`config.mk`:
```
export PLATFORM = sky130hd
export DESIGN_NAME = rc_pwm_capture_calibrate_top
export DESIGN_NICKNAME = d
export VERILOG_FILES = /design/src/hdl/rcpc_pkg.sv /design/src/hdl/rcpc_cal.sv /design/src/hdl/rcpc_capture.sv /design/src/hdl/rcpc_divider.sv /design/src/hdl/rc_pwm_capture_calibrate_top.sv
export SDC_FILE = /design/constraint.sdc
export NUM_CORES = 2
export LEC_CHECK = 0
export BUFFER_PORTS_ARGS = -buffer_cell sky130_fd_sc_hd__buf_2
export CAP_MARGIN = 20
export CORE_ASPECT_RATIO = 1.75
export CORE_UTILIZATION = 62
export CTS_BUF_LIST = sky130_fd_sc_hd__clkbuf_16
export DETAILED_ROUTE_END_ITERATION = 10
export GPL_ROUTABILITY_DRIVEN = 0
export PLACE_DENSITY = 0.83
export SLEW_MARGIN = 10
export SYNTH_ARGS = -nofsm -noshare
export SYNTH_HDL_FRONTEND = slang
export SYNTH_SLANG_ARGS = --single-unit
```
`constraint.sdc`:
```
create_clock -name clk -period 9.73 [get_ports clk]
set_input_delay 1.946 -clock clk [delete_from_list [all_inputs] [get_ports clk]]
set_output_delay 1.946 -clock clk [all_outputs]
set_load 0.02 [all_outputs]
```
`src/hdl/rcpc_pkg.sv`:
```
// Shared types and constants for the RC PWM capture and calibration block.
`timescale 1ns / 1ps
`default_nettype none

package rcpc_pkg;

    // Calibration register file
    localparam int CAL_W       = 36;
    localparam int CAL_FIELD_W = 12;
    localparam int NUM_CAL     = 6;
    localparam int CFG_IDX_W   = 3;

    localparam logic [CAL_W-1:0] CAL_RESET [NUM_CAL] = '{
        36'd32218350636, 36'd32218350636, 36'd32017024044,
        36'd32084149288, 36'd32151258156, 36'd26748978572
    };

    // Calibration of a channel that has no register
    localparam logic [CAL_FIELD_W-1:0] DEF_MIN = 12'd1000;
    localparam logic [CAL_FIELD_W-1:0] DEF_MID = 12'd1500;
    localparam logic [CAL_FIELD_W-1:0] DEF_MAX = 12'd2000;

    // Pin and item fields
    localparam int PIN_COUNT = 6;
    localparam int TIME_W    = 32;
    localparam int OUT_PW_W  = 16;
    localparam int POS_W     = 11;
    localparam int POS_SCALE = 1000;
    localparam int SCALE_W   = 10;
    localparam int QUO_W     = 11;

    typedef enum logic [1:0] {
        OP_SAMPLE = 2'd0,
        OP_READ   = 2'd1,
        OP_FRAME  = 2'd2,
        OP_NONE   = 2'd3
    } op_t;

    typedef enum logic [5:0] {
        S_IDLE  = 6'b000001,
        S_SWEEP = 6'b000010,
        S_LOAD  = 6'b000100,
        S_MUL   = 6'b001000,
        S_DIV   = 6'b010000,
        S_FIN   = 6'b100000
    } state_t;

    typedef struct packed {
        logic [CAL_FIELD_W-1:0] mx;
        logic [CAL_FIELD_W-1:0] md;
        logic [CAL_FIELD_W-1:0] mn;
    } cal_t;

    typedef struct packed {
        logic sweep;
        logic clr_fresh;
        logic clr_frame;
    } cap_ctrl_t;

    typedef struct packed {
        logic             done;
        logic             ovf;
        logic [QUO_W-1:0] quo;
    } div_res_t;

endpackage

`default_nettype wire

```
`src/hdl/rcpc_cal.sv`:
```
// Calibration register file with per-channel entry selection.
`timescale 1ns / 1ps
`default_nettype none

module rcpc_cal #(
    parameter int CHANNELS = 6
) (
    input  wire logic                                  clk,
    input  wire logic                                  rst_n,
    input  wire logic                                  cfg_write,
    input  wire logic [rcpc_pkg::CFG_IDX_W-1:0]        cfg_index,
    input  wire logic [rcpc_pkg::CAL_W-1:0]            cfg_data,
    input  wire logic [((CHANNELS > 1) ? $clog2(CHANNELS) : 1)-1:0] idx,
    output rcpc_pkg::cal_t                             cal
);

    logic [rcpc_pkg::CAL_W-1:0]     cal_reg [rcpc_pkg::NUM_CAL];
    logic [rcpc_pkg::CFG_IDX_W-1:0] sel;

    always_ff @(posedge clk or negedge rst_n)
    begin
        if (!rst_n)
        begin
            for (int i = 0; i < rcpc_pkg::NUM_CAL; i++)
            begin
                cal_reg[i] <= rcpc_pkg::CAL_RESET[i];
            end
        end
        else if (cfg_write && (cfg_index < rcpc_pkg::CFG_IDX_W'(rcpc_pkg::NUM_CAL)))
        begin
            cal_reg[cfg_index] <= cfg_data;
        end
    end

    assign sel = rcpc_pkg::CFG_IDX_W'(idx);

    // Channels past the register file fall back to the default calibration
    always_comb
    begin
        if (sel < rcpc_pkg::CFG_IDX_W'(rcpc_pkg::NUM_CAL))
        begin
            cal = cal_reg[sel];
        end
        else
        begin
            cal.mn = rcpc_pkg::DEF_MIN;
            cal.md = rcpc_pkg::DEF_MID;
            cal.mx = rcpc_pkg::DEF_MAX;
        end
    end

endmodule

`default_nettype wire

```
`src/hdl/rcpc_capture.sv`:
```
// Per-channel edge capture stores, swept one channel per cycle.
`timescale 1ns / 1ps
`default_nettype none

module rcpc_capture #(
    parameter int CHANNELS   = 6,
    parameter int WIDTH_BITS = 16
) (
    input  wire logic                                  clk,
    input  wire logic                                  rst_n,
    input  wire rcpc_pkg::cap_ctrl_t                   ctrl,
    input  wire logic [((CHANNELS > 1) ? $clog2(CHANNELS) : 1)-1:0] idx,
    input  wire logic [rcpc_pkg::PIN_COUNT-1:0]        pins,
    input  wire logic [rcpc_pkg::TIME_W-1:0]           time_now,
    output logic      [rcpc_pkg::TIME_W-1:0]           rise,
    output logic      [WIDTH_BITS-1:0]                 width,
    output logic      [rcpc_pkg::TIME_W-1:0]           period,
    output logic                                       fresh,
    output logic                                       frame
);

    localparam int IDX_W = (CHANNELS > 1) ? $clog2(CHANNELS) : 1;
    localparam logic [rcpc_pkg::TIME_W:0] WMAX =
        (33'd1 << WIDTH_BITS) - 33'd1;

    logic [CHANNELS-1:0]            level_reg;
    logic [CHANNELS-1:0]            fresh_reg;
    logic                           frame_reg;
    logic [rcpc_pkg::TIME_W-1:0]    rise_reg   [CHANNELS];
    logic [WIDTH_BITS-1:0]          width_reg  [CHANNELS];
    logic [rcpc_pkg::TIME_W-1:0]    period_reg [CHANNELS];

    logic [CHANNELS-1:0]            lvl_vec;
    logic                           lvl;
    logic [rcpc_pkg::TIME_W-1:0]    diff;
    logic [WIDTH_BITS-1:0]          width_sat;

    // Channels without a pin read low
    always_comb
    begin
        for (int i = 0; i < CHANNELS; i++)
        begin
            if (i < rcpc_pkg::PIN_COUNT)
            begin
                lvl_vec[i] = pins[i % rcpc_pkg::PIN_COUNT];
            end
            else
            begin
                lvl_vec[i] = 1'b0;
            end
        end
    end

    assign lvl       = lvl_vec[idx];
    assign diff      = time_now - rise_reg[idx];
    assign width_sat = ({1'b0, diff} > WMAX) ? '1 : diff[WIDTH_BITS-1:0];

    always_ff @(posedge clk or negedge rst_n)
    begin
        if (!rst_n)
        begin
            level_reg <= '0;
            fresh_reg <= '0;
            frame_reg <= 1'b0;
            for (int i = 0; i < CHANNELS; i++)
            begin
                rise_reg[i]   <= '0;
                width_reg[i]  <= '0;
                period_reg[i] <= '0;
            end
        end
        else
        begin
            if (ctrl.sweep)
            begin
                if (!level_reg[idx] && lvl)
                begin
                    level_reg[idx]  <= 1'b1;
                    period_reg[idx] <= diff;
                    rise_reg[idx]   <= time_now;
                end
                else if (level_reg[idx] && !lvl)
                begin
                    level_reg[idx] <= 1'b0;
                    width_reg[idx] <= width_sat;
                    fresh_reg[idx] <= 1'b1;
                    if (idx == IDX_W'(CHANNELS - 1))
                    begin
                        frame_reg <= 1'b1;
                    end
                end
            end
            if (ctrl.clr_fresh)
            begin
                fresh_reg[idx] <= 1'b0;
            end
            if (ctrl.clr_frame)
            begin
                frame_reg <= 1'b0;
            end
        end
    end

    assign rise   = rise_reg[idx];
    assign width  = width_reg[idx];
    assign period = period_reg[idx];
    assign fresh  = fresh_reg[idx];
    assign frame  = frame_reg;

endmodule

`default_nettype wire

```
`src/hdl/rcpc_divider.sv`:
```
// Bit-serial restoring divider with a quotient overflow flag.
`timescale 1ns / 1ps
`default_nettype none

module rcpc_divider #(
    parameter int NUM_W = 26
) (
    input  wire logic                                clk,
    input  wire logic                                rst_n,
    input  wire logic                                start,
    input  wire logic [NUM_W-1:0]                    dividend,
    input  wire logic [rcpc_pkg::CAL_FIELD_W-1:0]    divisor,
    output rcpc_pkg::div_res_t                       res
);

    localparam int CNT_W = $clog2(NUM_W + 1);
    localparam int DS_W  = rcpc_pkg::CAL_FIELD_W;

    logic                           busy_reg;
    logic                           done_reg;
    logic                           ovf_reg;
    logic [CNT_W-1:0]               cnt_reg;
    logic [NUM_W-1:0]               dvd_reg;
    logic [DS_W-1:0]                dsr_reg;
    logic [DS_W-1:0]                rem_reg;
    logic [rcpc_pkg::QUO_W-1:0]     quo_reg;

    logic [DS_W:0]                  trial;
    logic                           ge;
    logic [DS_W:0]                  trial_sub;

    // Bring down one dividend bit and try the subtract
    assign trial     = {rem_reg, dvd_reg[NUM_W-1]};
    assign ge        = trial >= {1'b0, dsr_reg};
    assign trial_sub = trial - {1'b0, dsr_reg};

    always_ff @(posedge clk or negedge rst_n)
    begin
        if (!rst_n)
        begin
            busy_reg <= 1'b0;
            done_reg <= 1'b0;
            cnt_reg  <= '0;
        end
        else
        begin
            done_reg <= 1'b0;
            if (start)
            begin
                busy_reg <= 1'b1;
                cnt_reg  <= CNT_W'(NUM_W);
            end
            else if (busy_reg)
            begin
                cnt_reg <= cnt_reg - 1'b1;
                if (cnt_reg == CNT_W'(1))
                begin
                    busy_reg <= 1'b0;
                    done_reg <= 1'b1;
                end
            end
        end
    end

    always_ff @(posedge clk)
    begin
        if (start)
        begin
            dvd_reg <= dividend;
            dsr_reg <= divisor;
            rem_reg <= '0;
            quo_reg <= '0;
            ovf_reg <= 1'b0;
        end
        else if (busy_reg)
        begin
            dvd_reg <= {dvd_reg[NUM_W-2:0], 1'b0};
            rem_reg <= ge ? trial_sub[DS_W-1:0] : trial[DS_W-1:0];
            // Any bit pushed off the top means the quotient is out of range
            quo_reg <= {quo_reg[rcpc_pkg::QUO_W-2:0], ge};
            ovf_reg <= ovf_reg | quo_reg[rcpc_pkg::QUO_W-1];
        end
    end

    assign res.done = done_reg;
    assign res.ovf  = ovf_reg;
    assign res.quo  = quo_reg;

endmodule

`default_nettype wire

```
`src/hdl/rc_pwm_capture_calibrate_top.sv`:
```
// Top level of the six-channel RC PWM capture with calibrated stick position.
//
//  channel | signals                                  | role
//  --------+------------------------------------------+---------------------------
//  in      | in_valid/in_ready, operation, pin_levels,| sample, read or frame take
//          | time_us, channel                         |
//  out     | out_valid/out_ready, available, ...      | one result beat per item
//  cfg     | cfg_write, cfg_index, cfg_data           | calibration writes
//
// During a sample the channel stores are swept one channel per cycle.
// A read with a live measurement runs the bit-serial divider (WIDTH_BITS + 10 steps),
// unless its position is zero outright; other items skip the divider.
// One item is in work at a time; the next is taken while a result beat waits on out_ready.
// Reset clears all capture state and loads the default calibration.
`timescale 1ns / 1ps
`default_nettype none

module rc_pwm_capture_calibrate_top #(
    parameter int CHANNELS   = 6,
    parameter int WIDTH_BITS = 16
) (
    input  wire logic                                clk,
    input  wire logic                                rst_n,
    input  wire logic                                in_valid,
    output logic                                     in_ready,
    input  wire logic [1:0]                          operation,
    input  wire logic [rcpc_pkg::PIN_COUNT-1:0]      pin_levels,
    input  wire logic [rcpc_pkg::TIME_W-1:0]         time_us,
    input  wire logic [2:0]                          channel,
    output logic                                     out_valid,
    input  wire logic                                out_ready,
    output logic                                     available,
    output logic      [rcpc_pkg::TIME_W-1:0]         rise_time,
    output logic      [rcpc_pkg::OUT_PW_W-1:0]       pulse_width,
    output logic      [rcpc_pkg::TIME_W-1:0]         pulse_period,
    output logic signed [rcpc_pkg::POS_W-1:0]        position,
    output logic                                     frame_ready,
    input  wire logic                                cfg_write,
    input  wire logic [rcpc_pkg::CFG_IDX_W-1:0]      cfg_index,
    input  wire logic [rcpc_pkg::CAL_W-1:0]          cfg_data
);

    localparam int IDX_W = (CHANNELS > 1) ? $clog2(CHANNELS) : 1;
    localparam int NUM_W = WIDTH_BITS + rcpc_pkg::SCALE_W;
    localparam int FW    = rcpc_pkg::CAL_FIELD_W;
    localparam int PW    = rcpc_pkg::POS_W;
    localparam logic signed [FW:0]   POS_HI  = 13'sd1000;
    localparam logic signed [FW:0]   POS_LO  = -13'sd1000;
    localparam logic signed [PW-1:0] POS_MAX = 11'sd1000;
    localparam logic signed [PW-1:0] POS_MIN = -11'sd1000;

    rcpc_pkg::state_t               state_reg;
    rcpc_pkg::state_t               state_next;
    logic [IDX_W-1:0]               idx_reg;
    logic [IDX_W-1:0]               idx_next;

    logic [rcpc_pkg::PIN_COUNT-1:0] pins_reg;
    logic [rcpc_pkg::TIME_W-1:0]    time_reg;

    logic                           res_avail_reg;
    logic [rcpc_pkg::TIME_W-1:0]    res_rise_reg;
    logic [rcpc_pkg::OUT_PW_W-1:0]  res_width_reg;
    logic [rcpc_pkg::TIME_W-1:0]    res_period_reg;
    logic signed [PW-1:0]           res_pos_reg;
    logic                           res_frame_reg;

    logic [WIDTH_BITS-1:0]          mag_reg;
    logic [FW-1:0]                  span_reg;
    logic                           neg_reg;
    logic                           lower_reg;

    logic                           out_valid_reg;
    logic                           available_reg;
    logic [rcpc_pkg::TIME_W-1:0]    rise_time_reg;
    logic [rcpc_pkg::OUT_PW_W-1:0]  pulse_width_reg;
    logic [rcpc_pkg::TIME_W-1:0]    pulse_period_reg;
    logic signed [PW-1:0]           position_reg;
    logic                           frame_ready_reg;

    logic                           accept;
    logic                           out_load;
    logic                           chan_ok;
    logic [IDX_W-1:0]               chan_idx;
    rcpc_pkg::cap_ctrl_t            cap_ctrl;
    rcpc_pkg::cal_t                 cal;
    rcpc_pkg::div_res_t             div_res;
    logic                           div_start;
    logic [NUM_W-1:0]               product;

    logic [rcpc_pkg::TIME_W-1:0]    cap_rise;
    logic [WIDTH_BITS-1:0]          cap_width;
    logic [rcpc_pkg::TIME_W-1:0]    cap_period;
    logic                           cap_fresh;
    logic                           cap_frame;

    logic                           upper;
    logic [FW-1:0]                  seg_lo;
    logic [FW-1:0]                  seg_hi;
    logic [WIDTH_BITS:0]            diff;
    logic [WIDTH_BITS-1:0]          diff_mag;
    logic [FW:0]                    span;
    logic [FW-1:0]                  span_mag;
    logic                           pos_zero;

    logic [rcpc_pkg::QUO_W-1:0]     q_sat;
    logic signed [FW:0]             q_signed;
    logic signed [FW:0]             pos_raw;
    logic signed [PW-1:0]           pos_clamped;

    assign in_ready = (state_reg == rcpc_pkg::S_IDLE);
    assign accept   = in_valid && in_ready;
    assign out_load = (state_reg == rcpc_pkg::S_FIN) && (!out_valid_reg || out_ready);
    assign chan_ok  = (channel != 3'd0) && (4'(channel) <= 4'(CHANNELS));
    assign chan_idx = IDX_W'(channel - 3'd1);

    rcpc_cal #(
        .CHANNELS (CHANNELS)
    ) u_cal (
        .clk       (clk),
        .rst_n     (rst_n),
        .cfg_write (cfg_write),
        .cfg_index (cfg_index),
        .cfg_data  (cfg_data),
        .idx       (idx_reg),
        .cal       (cal)
    );

    rcpc_capture #(
        .CHANNELS   (CHANNELS),
        .WIDTH_BITS (WIDTH_BITS)
    ) u_capture (
        .clk      (clk),
        .rst_n    (rst_n),
        .ctrl     (cap_ctrl),
        .idx      (idx_reg),
        .pins     (pins_reg),
        .time_now (time_reg),
        .rise     (cap_rise),
        .width    (cap_width),
        .period   (cap_period),
        .fresh    (cap_fresh),
        .frame    (cap_frame)
    );

    rcpc_divider #(
        .NUM_W (NUM_W)
    ) u_divider (
        .clk      (clk),
        .rst_n    (rst_n),
        .start    (div_start),
        .dividend (product),
        .divisor  (span_reg),
        .res      (div_res)
    );

    // Pick the segment of the piecewise map and form signed offsets
    assign upper    = cap_width >= WIDTH_BITS'(cal.md);
    assign seg_lo   = upper ? cal.md : cal.mn;
    assign seg_hi   = upper ? cal.mx : cal.md;
    assign diff     = {1'b0, cap_width} - {1'b0, WIDTH_BITS'(seg_lo)};
    assign diff_mag = diff[WIDTH_BITS] ? WIDTH_BITS'(-diff) : diff[WIDTH_BITS-1:0];
    assign span     = {1'b0, seg_hi} - {1'b0, seg_lo};
    assign span_mag = span[FW] ? FW'(-span) : span[FW-1:0];
    assign pos_zero = (span == '0) || (!upper && (cap_width == '0));

    assign product  = NUM_W'(mag_reg) * NUM_W'(rcpc_pkg::POS_SCALE);

    // A quotient past 2047 clamps the same way as its true value
    assign q_sat    = div_res.ovf ? '1 : div_res.quo;
    assign q_signed = neg_reg ? -$signed({2'b00, q_sat}) : $signed({2'b00, q_sat});
    assign pos_raw  = q_signed + (lower_reg ? POS_LO : '0);

    always_comb
    begin
        if (pos_raw > POS_HI)
        begin
            pos_clamped = POS_MAX;
        end
        else if (pos_raw < POS_LO)
        begin
            pos_clamped = POS_MIN;
        end
        else
        begin
            pos_clamped = pos_raw[PW-1:0];
        end
    end

    always_comb
    begin
        state_next         = state_reg;
        idx_next           = idx_reg;
        cap_ctrl.sweep     = 1'b0;
        cap_ctrl.clr_fresh = 1'b0;
        cap_ctrl.clr_frame = 1'b0;
        div_start          = 1'b0;
        unique case (state_reg)
            rcpc_pkg::S_IDLE:
            begin
                if (accept)
                begin
                    unique case (rcpc_pkg::op_t'(operation))
                        rcpc_pkg::OP_SAMPLE:
                        begin
                            idx_next   = '0;
                            state_next = rcpc_pkg::S_SWEEP;
                        end
                        rcpc_pkg::OP_READ:
                        begin
                            if (chan_ok)
                            begin
                                idx_next   = chan_idx;
                                state_next = rcpc_pkg::S_LOAD;
                            end
                            else
                            begin
                                state_next = rcpc_pkg::S_FIN;
                            end
                        end
                        rcpc_pkg::OP_FRAME:
                        begin
                            cap_ctrl.clr_frame = 1'b1;
                            state_next         = rcpc_pkg::S_FIN;
                        end
                        default:
                        begin
                            state_next = rcpc_pkg::S_FIN;
                        end
                    endcase
                end
            end
            rcpc_pkg::S_SWEEP:
            begin
                cap_ctrl.sweep = 1'b1;
                if (idx_reg == IDX_W'(CHANNELS - 1))
                begin
                    state_next = rcpc_pkg::S_FIN;
                end
                else
                begin
                    idx_next = idx_reg + 1'b1;
                end
            end
            rcpc_pkg::S_LOAD:
            begin
                if (cap_fresh)
                begin
                    cap_ctrl.clr_fresh = 1'b1;
                    state_next = pos_zero ? rcpc_pkg::S_FIN : rcpc_pkg::S_MUL;
                end
                else
                begin
                    state_next = rcpc_pkg::S_FIN;
                end
            end
            rcpc_pkg::S_MUL:
            begin
                div_start  = 1'b1;
                state_next = rcpc_pkg::S_DIV;
            end
            rcpc_pkg::S_DIV:
            begin
                if (div_res.done)
                begin
                    state_next = rcpc_pkg::S_FIN;
                end
            end
            rcpc_pkg::S_FIN:
            begin
                if (out_load)
                begin
                    state_next = rcpc_pkg::S_IDLE;
                end
            end
            default:
            begin
                state_next = rcpc_pkg::S_IDLE;
            end
        endcase
    end

    always_ff @(posedge clk or negedge rst_n)
    begin
        if (!rst_n)
        begin
            state_reg     <= rcpc_pkg::S_IDLE;
            idx_reg       <= '0;
            out_valid_reg <= 1'b0;
        end
        else
        begin
            state_reg <= state_next;
            idx_reg   <= idx_next;
            if (out_load)
            begin
                out_valid_reg <= 1'b1;
            end
            else if (out_ready)
            begin
                out_valid_reg <= 1'b0;
            end
        end
    end

    // Result build-up for the item in work
    always_ff @(posedge clk)
    begin
        if (accept)
        begin
            pins_reg       <= pin_levels;
            time_reg       <= time_us;
            res_avail_reg  <= 1'b0;
            res_rise_reg   <= '0;
            res_width_reg  <= '0;
            res_period_reg <= '0;
            res_pos_reg    <= '0;
            res_frame_reg  <= (rcpc_pkg::op_t'(operation) == rcpc_pkg::OP_FRAME) && cap_frame;
        end
        if ((state_reg == rcpc_pkg::S_LOAD) && cap_fresh)
        begin
            res_avail_reg  <= 1'b1;
            res_rise_reg   <= cap_rise;
            res_width_reg  <= rcpc_pkg::OUT_PW_W'(cap_width);
            res_period_reg <= cap_period;
            mag_reg        <= diff_mag;
            span_reg       <= span_mag;
            neg_reg        <= diff[WIDTH_BITS] ^ span[FW];
            lower_reg      <= !upper;
        end
        if ((state_reg == rcpc_pkg::S_DIV) && div_res.done)
        begin
            res_pos_reg <= pos_clamped;
        end
        if (out_load)
        begin
            available_reg    <= res_avail_reg;
            rise_time_reg    <= res_rise_reg;
            pulse_width_reg  <= res_width_reg;
            pulse_period_reg <= res_period_reg;
            position_reg     <= res_pos_reg;
            frame_ready_reg  <= res_frame_reg;
        end
    end

    assign out_valid    = out_valid_reg;
    assign available    = available_reg;
    assign rise_time    = rise_time_reg;
    assign pulse_width  = pulse_width_reg;
    assign pulse_period = pulse_period_reg;
    assign position     = position_reg;
    assign frame_ready  = frame_ready_reg;

    // The divider only finishes while a read waits on it
    assert property (@(posedge clk) disable iff (!rst_n)
        div_res.done |-> (state_reg == rcpc_pkg::S_DIV))
        else $error("divider finished outside a read");

    // An accepted sample starts the channel sweep at channel zero
    assert property (@(posedge clk) disable iff (!rst_n)
        (accept && (operation == rcpc_pkg::OP_SAMPLE))
        |=> ((state_reg == rcpc_pkg::S_SWEEP) && (idx_reg == '0)))
        else $error("sample did not start the sweep");

    // A delivered position stays within full scale
    assert property (@(posedge clk) disable iff (!rst_n)
        out_valid_reg |-> ((position_reg <= POS_MAX) && (position_reg >= POS_MIN)))
        else $error("position out of range");

    // A result beat never carries both a measurement and the frame flag
    assert property (@(posedge clk) disable iff (!rst_n)
        (out_valid_reg && available_reg) |-> !frame_ready_reg)
        else $error("measurement and frame flag in one beat");

    // A read with a live measurement clears that channel's flag as it loads
    assert property (@(posedge clk) disable iff (!rst_n)
        ((state_reg == rcpc_pkg::S_LOAD) && cap_fresh) |=> !cap_fresh)
        else $error("new-value flag not cleared on read");

endmodule

`default_nettype wire
```
==> summary.md <==
| Metric | Value |
|---|---|
| Status | `complete, no violations` |
| Hold endpoint | `rise_time[4]` |
| Top Ports | `around 180` |
| Routed Wire Length | `137000 µm` |
| Worst-path fanout max | `47` |
| Clk sinks | `1039` |
| Slowest cell on the critical path | `nor2_4` |
| Reg2Reg Depth | `26` |
| Max Slew Vio Count | `0` |
| Worst skew pair latency | `720 ps` |
| Number of antenna violations at the first check in global routing | `13` |
| I/O Buffers | `~180` |
| Worst relative slew slack | `0.211` |
| Reg2Reg Setup Slack | `roughly 1400 ps` |
| Vias in the first global route | `about 37000` |
| Fin. Hold Viols | `0` |
| Top delay family on crit path | `compound AO/OA/AOI/OAI gates` |
| Congestion Overflow GR | `0` |
| Post-synth EDFFs | `~290` |
| DR iter-0 viols | `roughly 4500` |
| Syn avg cell area | `around 12 µm²` |
| Hold buffer count at CTS | `0` |
| Via count | `about 37000` |
| Post-synth ARST share | `0.699` |
| Arr. time, crit path | `between 8000 and 9000 ps` |
| Peak VDD IR | `0.402 mV` |
| HP Class | `register to register` |
| Worst Max-Slew Pin Slew | `1180 ps` |
| Die Y | `379 µm` |
| Worst r2r src | `idx_reg[0]` |
| Post-route ant nets | `0` |
| Hold path cells | `0` |
| Initial DRT Pass Iterations | `6` |
| Design Area, Final | `~0.055 mm²` |
| Gr usage total | `0.337` |
| First-pass GRT wire length | `211000 µm` |
| Clk buf depth | `3` |
| Worst r2r dst | `mag_reg[10]` |
| Crit path largest cell delay | `880 ps` |
| Syn nets | `between 4000 and 5000` |
| Largest area contributor in the netlist | `dfrtp_1` |
| Fmax | `roughly 120 MHz` |
| Yosys reg bits | `1039` |
| Final Critical Period | `8290 ps` |
| Std-Cell Core Area | `about 0.080 mm²` |
| Most used cell, CP | `nor2_1` |
| Proportion of layout cells with a drive suffix above 1 | `0.224` |
| Cts repair resizes | `0` |
| PwrDens | `~370 mW/mm²` |
| Seq/Total Area, Yosys | `0.545` |
| Top FF cell, synth | `dfrtp_1` |
| Top cells by count, synth | `633 x dfrtp_1, 451 x mux2_2, 335 x a21oi_1` |
| RSZ-0062 raised after global routing | `no` |
| DRC | `0` |
| Yosys Warn Count | `0` |
| Chip width | `217 µm` |
| Clock Skew | `33.5 ps` |
| Largest register FFs | `about 220` |
| Dpl hpwl | `slightly below 90000 µm` |
| Setup CP Type | `register to register` |
| Post-Syn Area | `between 0.05 and 0.06 mm²` |
| Worst Path Buf+Inv | `4` |
| Initial Util | `0.629` |
| Via density per instance | `between 6 and 7` |
| Instance count on the critical path | `26` |
| Final setup violation count | `0` |
| Area grow syn2layout | `9.62%` |
| Syn Inst Count | `approximately 4400` |
| Num CTS Buffers | `90` |
| Most frequent cell after synthesis | `dfrtp_1` |
| Die ar. | `0.0824 mm²` |
| Hold wc startpoint | `res_rise_reg[4]` |
| Startpoint Class | `register` |
| Final setup TNS | `0 ps` |
| Clock-pin slew on the worst setup and hold paths | `around 70 ps` |
| Largest net degree at the start of global routing | `between 150 and 200` |
| CP Capture Type | `register` |
| Max-cap violations | `0` |
| Final cell count without fillers | `~5500` |
| Root Driver | `clkbuf_16` |
| CTS H-Tree Depth | `3` |
| # rows | `between 100 and 150` |
| WL/cell | `24.8 µm` |
| Post-CTS Setup Bufs | `0` |
| Dpl cells | `5359` |
| Worst EP required | `10180 ps` |
| Period utilization | `0.852` |
| Post-synth cell types | `94` |
| Synth area leaders | `dfrtp_1 31%, edfxtp_1 17%, mux2_2 10%, dfstp_2 4.9%, ha_1 3.6%` |
| Final net count | `approximately 4700` |
| TritonCTS clock tree | `yes` |
| Top cell type's share of synthesized area | `0.315` |
| Leak pwr | `around 24 nW` |
| Cell area after placement | `roughly 0.052 mm²` |
==> worst max-delay path by stage <==
stage	startpoint	slack [ps]	endpoint
5_1_grt	idx_reg[0]	1090	state_reg[5]
6_report	idx_reg[0]	1440	mag_reg[10]
4_1_cts	idx_reg[0]	1330	mag_reg[10]
3_5_place_dp	idx_reg[0]	1340	mag_reg[10]
3_3_place_gp	idx_reg[0]	1590	mag_reg[10]
2_1_floorplan	idx_reg[0]	2240	mag_reg[10]
==> cell families (layout without fill, tap and decap cells) <==
logic type,after synthesis,in the layout,synth area share
AO/OA/AOI/OAI,1111,1111,0.140
flip-flops,1039,1039,0.545
AND/OR/NAND/NOR,959,959,0.0877
multiplexers,529,529,0.117
buffers and inverters,403,534,0.0314
adder cells (fa/ha/maj),206,206,0.0600
XOR/XNOR,110,110,0.0193
other,0,7,0
==> report_power, final <==
group / internal [W] / total [W] / leakage [nW] / switching (W)
registers: 0.00586 / 0.00647 / 12.4 / 0.000606
clock network: 0.00189 / 0.00356 / 1.51 / 0.00167
logic: 0.00367 / 0.0104 / 9.67 / 0.00674
==> per-stage QoR <==
stage,util,total power (W),setup WS [ps],hold slack (ps)
2_1_floorplan,-,0.0136,2240,400
3_3_place_gp,0.652,0.0162,1590,400
3_5_place_dp,0.652,0.0165,1340,405
4_1_cts,0.689,0.0201,1330,416
5_1_grt,0.689,0.0214,1090,420
6_report,0.689,0.0204,1440,408
==> placed cells by master, fill, tap and decap left out, types with 71 or more instances in the layout <==
cell type and count:
xnor2_1 74, buf_2 180, buf_4 71, mux2_2 451, dfrtp_1 630, nand4_1 105
a22oi_1 190, mux2i_1 75, edfxtp_1 288, inv_1 127, dfstp_2 93, nor2_1 304
a21oi_1 335, ha_1 145, nand2_1 322, o21ai_0 263, clkbuf_16 93
==> final cells by class <==
type / instances / area [µm²]
flip-flops and latches: 1039 / 27400
well taps: 1042 / 1300
repair buffers: 257 / 1530
clock buffers: 93 / 2330
fillers: 5508 / 24900
clock inverters: 76 / 562
diodes: 7 / 17.5
multi-input cells: 2915 / 21600
inverters: 108 / 405
==> routing by layer <==
layer / global-route usage / wire (µm) / vias to the layer above / part of all wire
li1: - / - / 16075 / -
met1: 0.379 / 47300 / 18440 / 0.34
met2: 0.562 / 67800 / 1893 / 0.49
met3: 0.0641 / 10400 / 599 / 0.076
met4: 0.266 / 11500 / 10 / 0.084
met5: 0 / 69 / - / 0.00050
No activity file was read; power rests on OpenSTA's default activity.
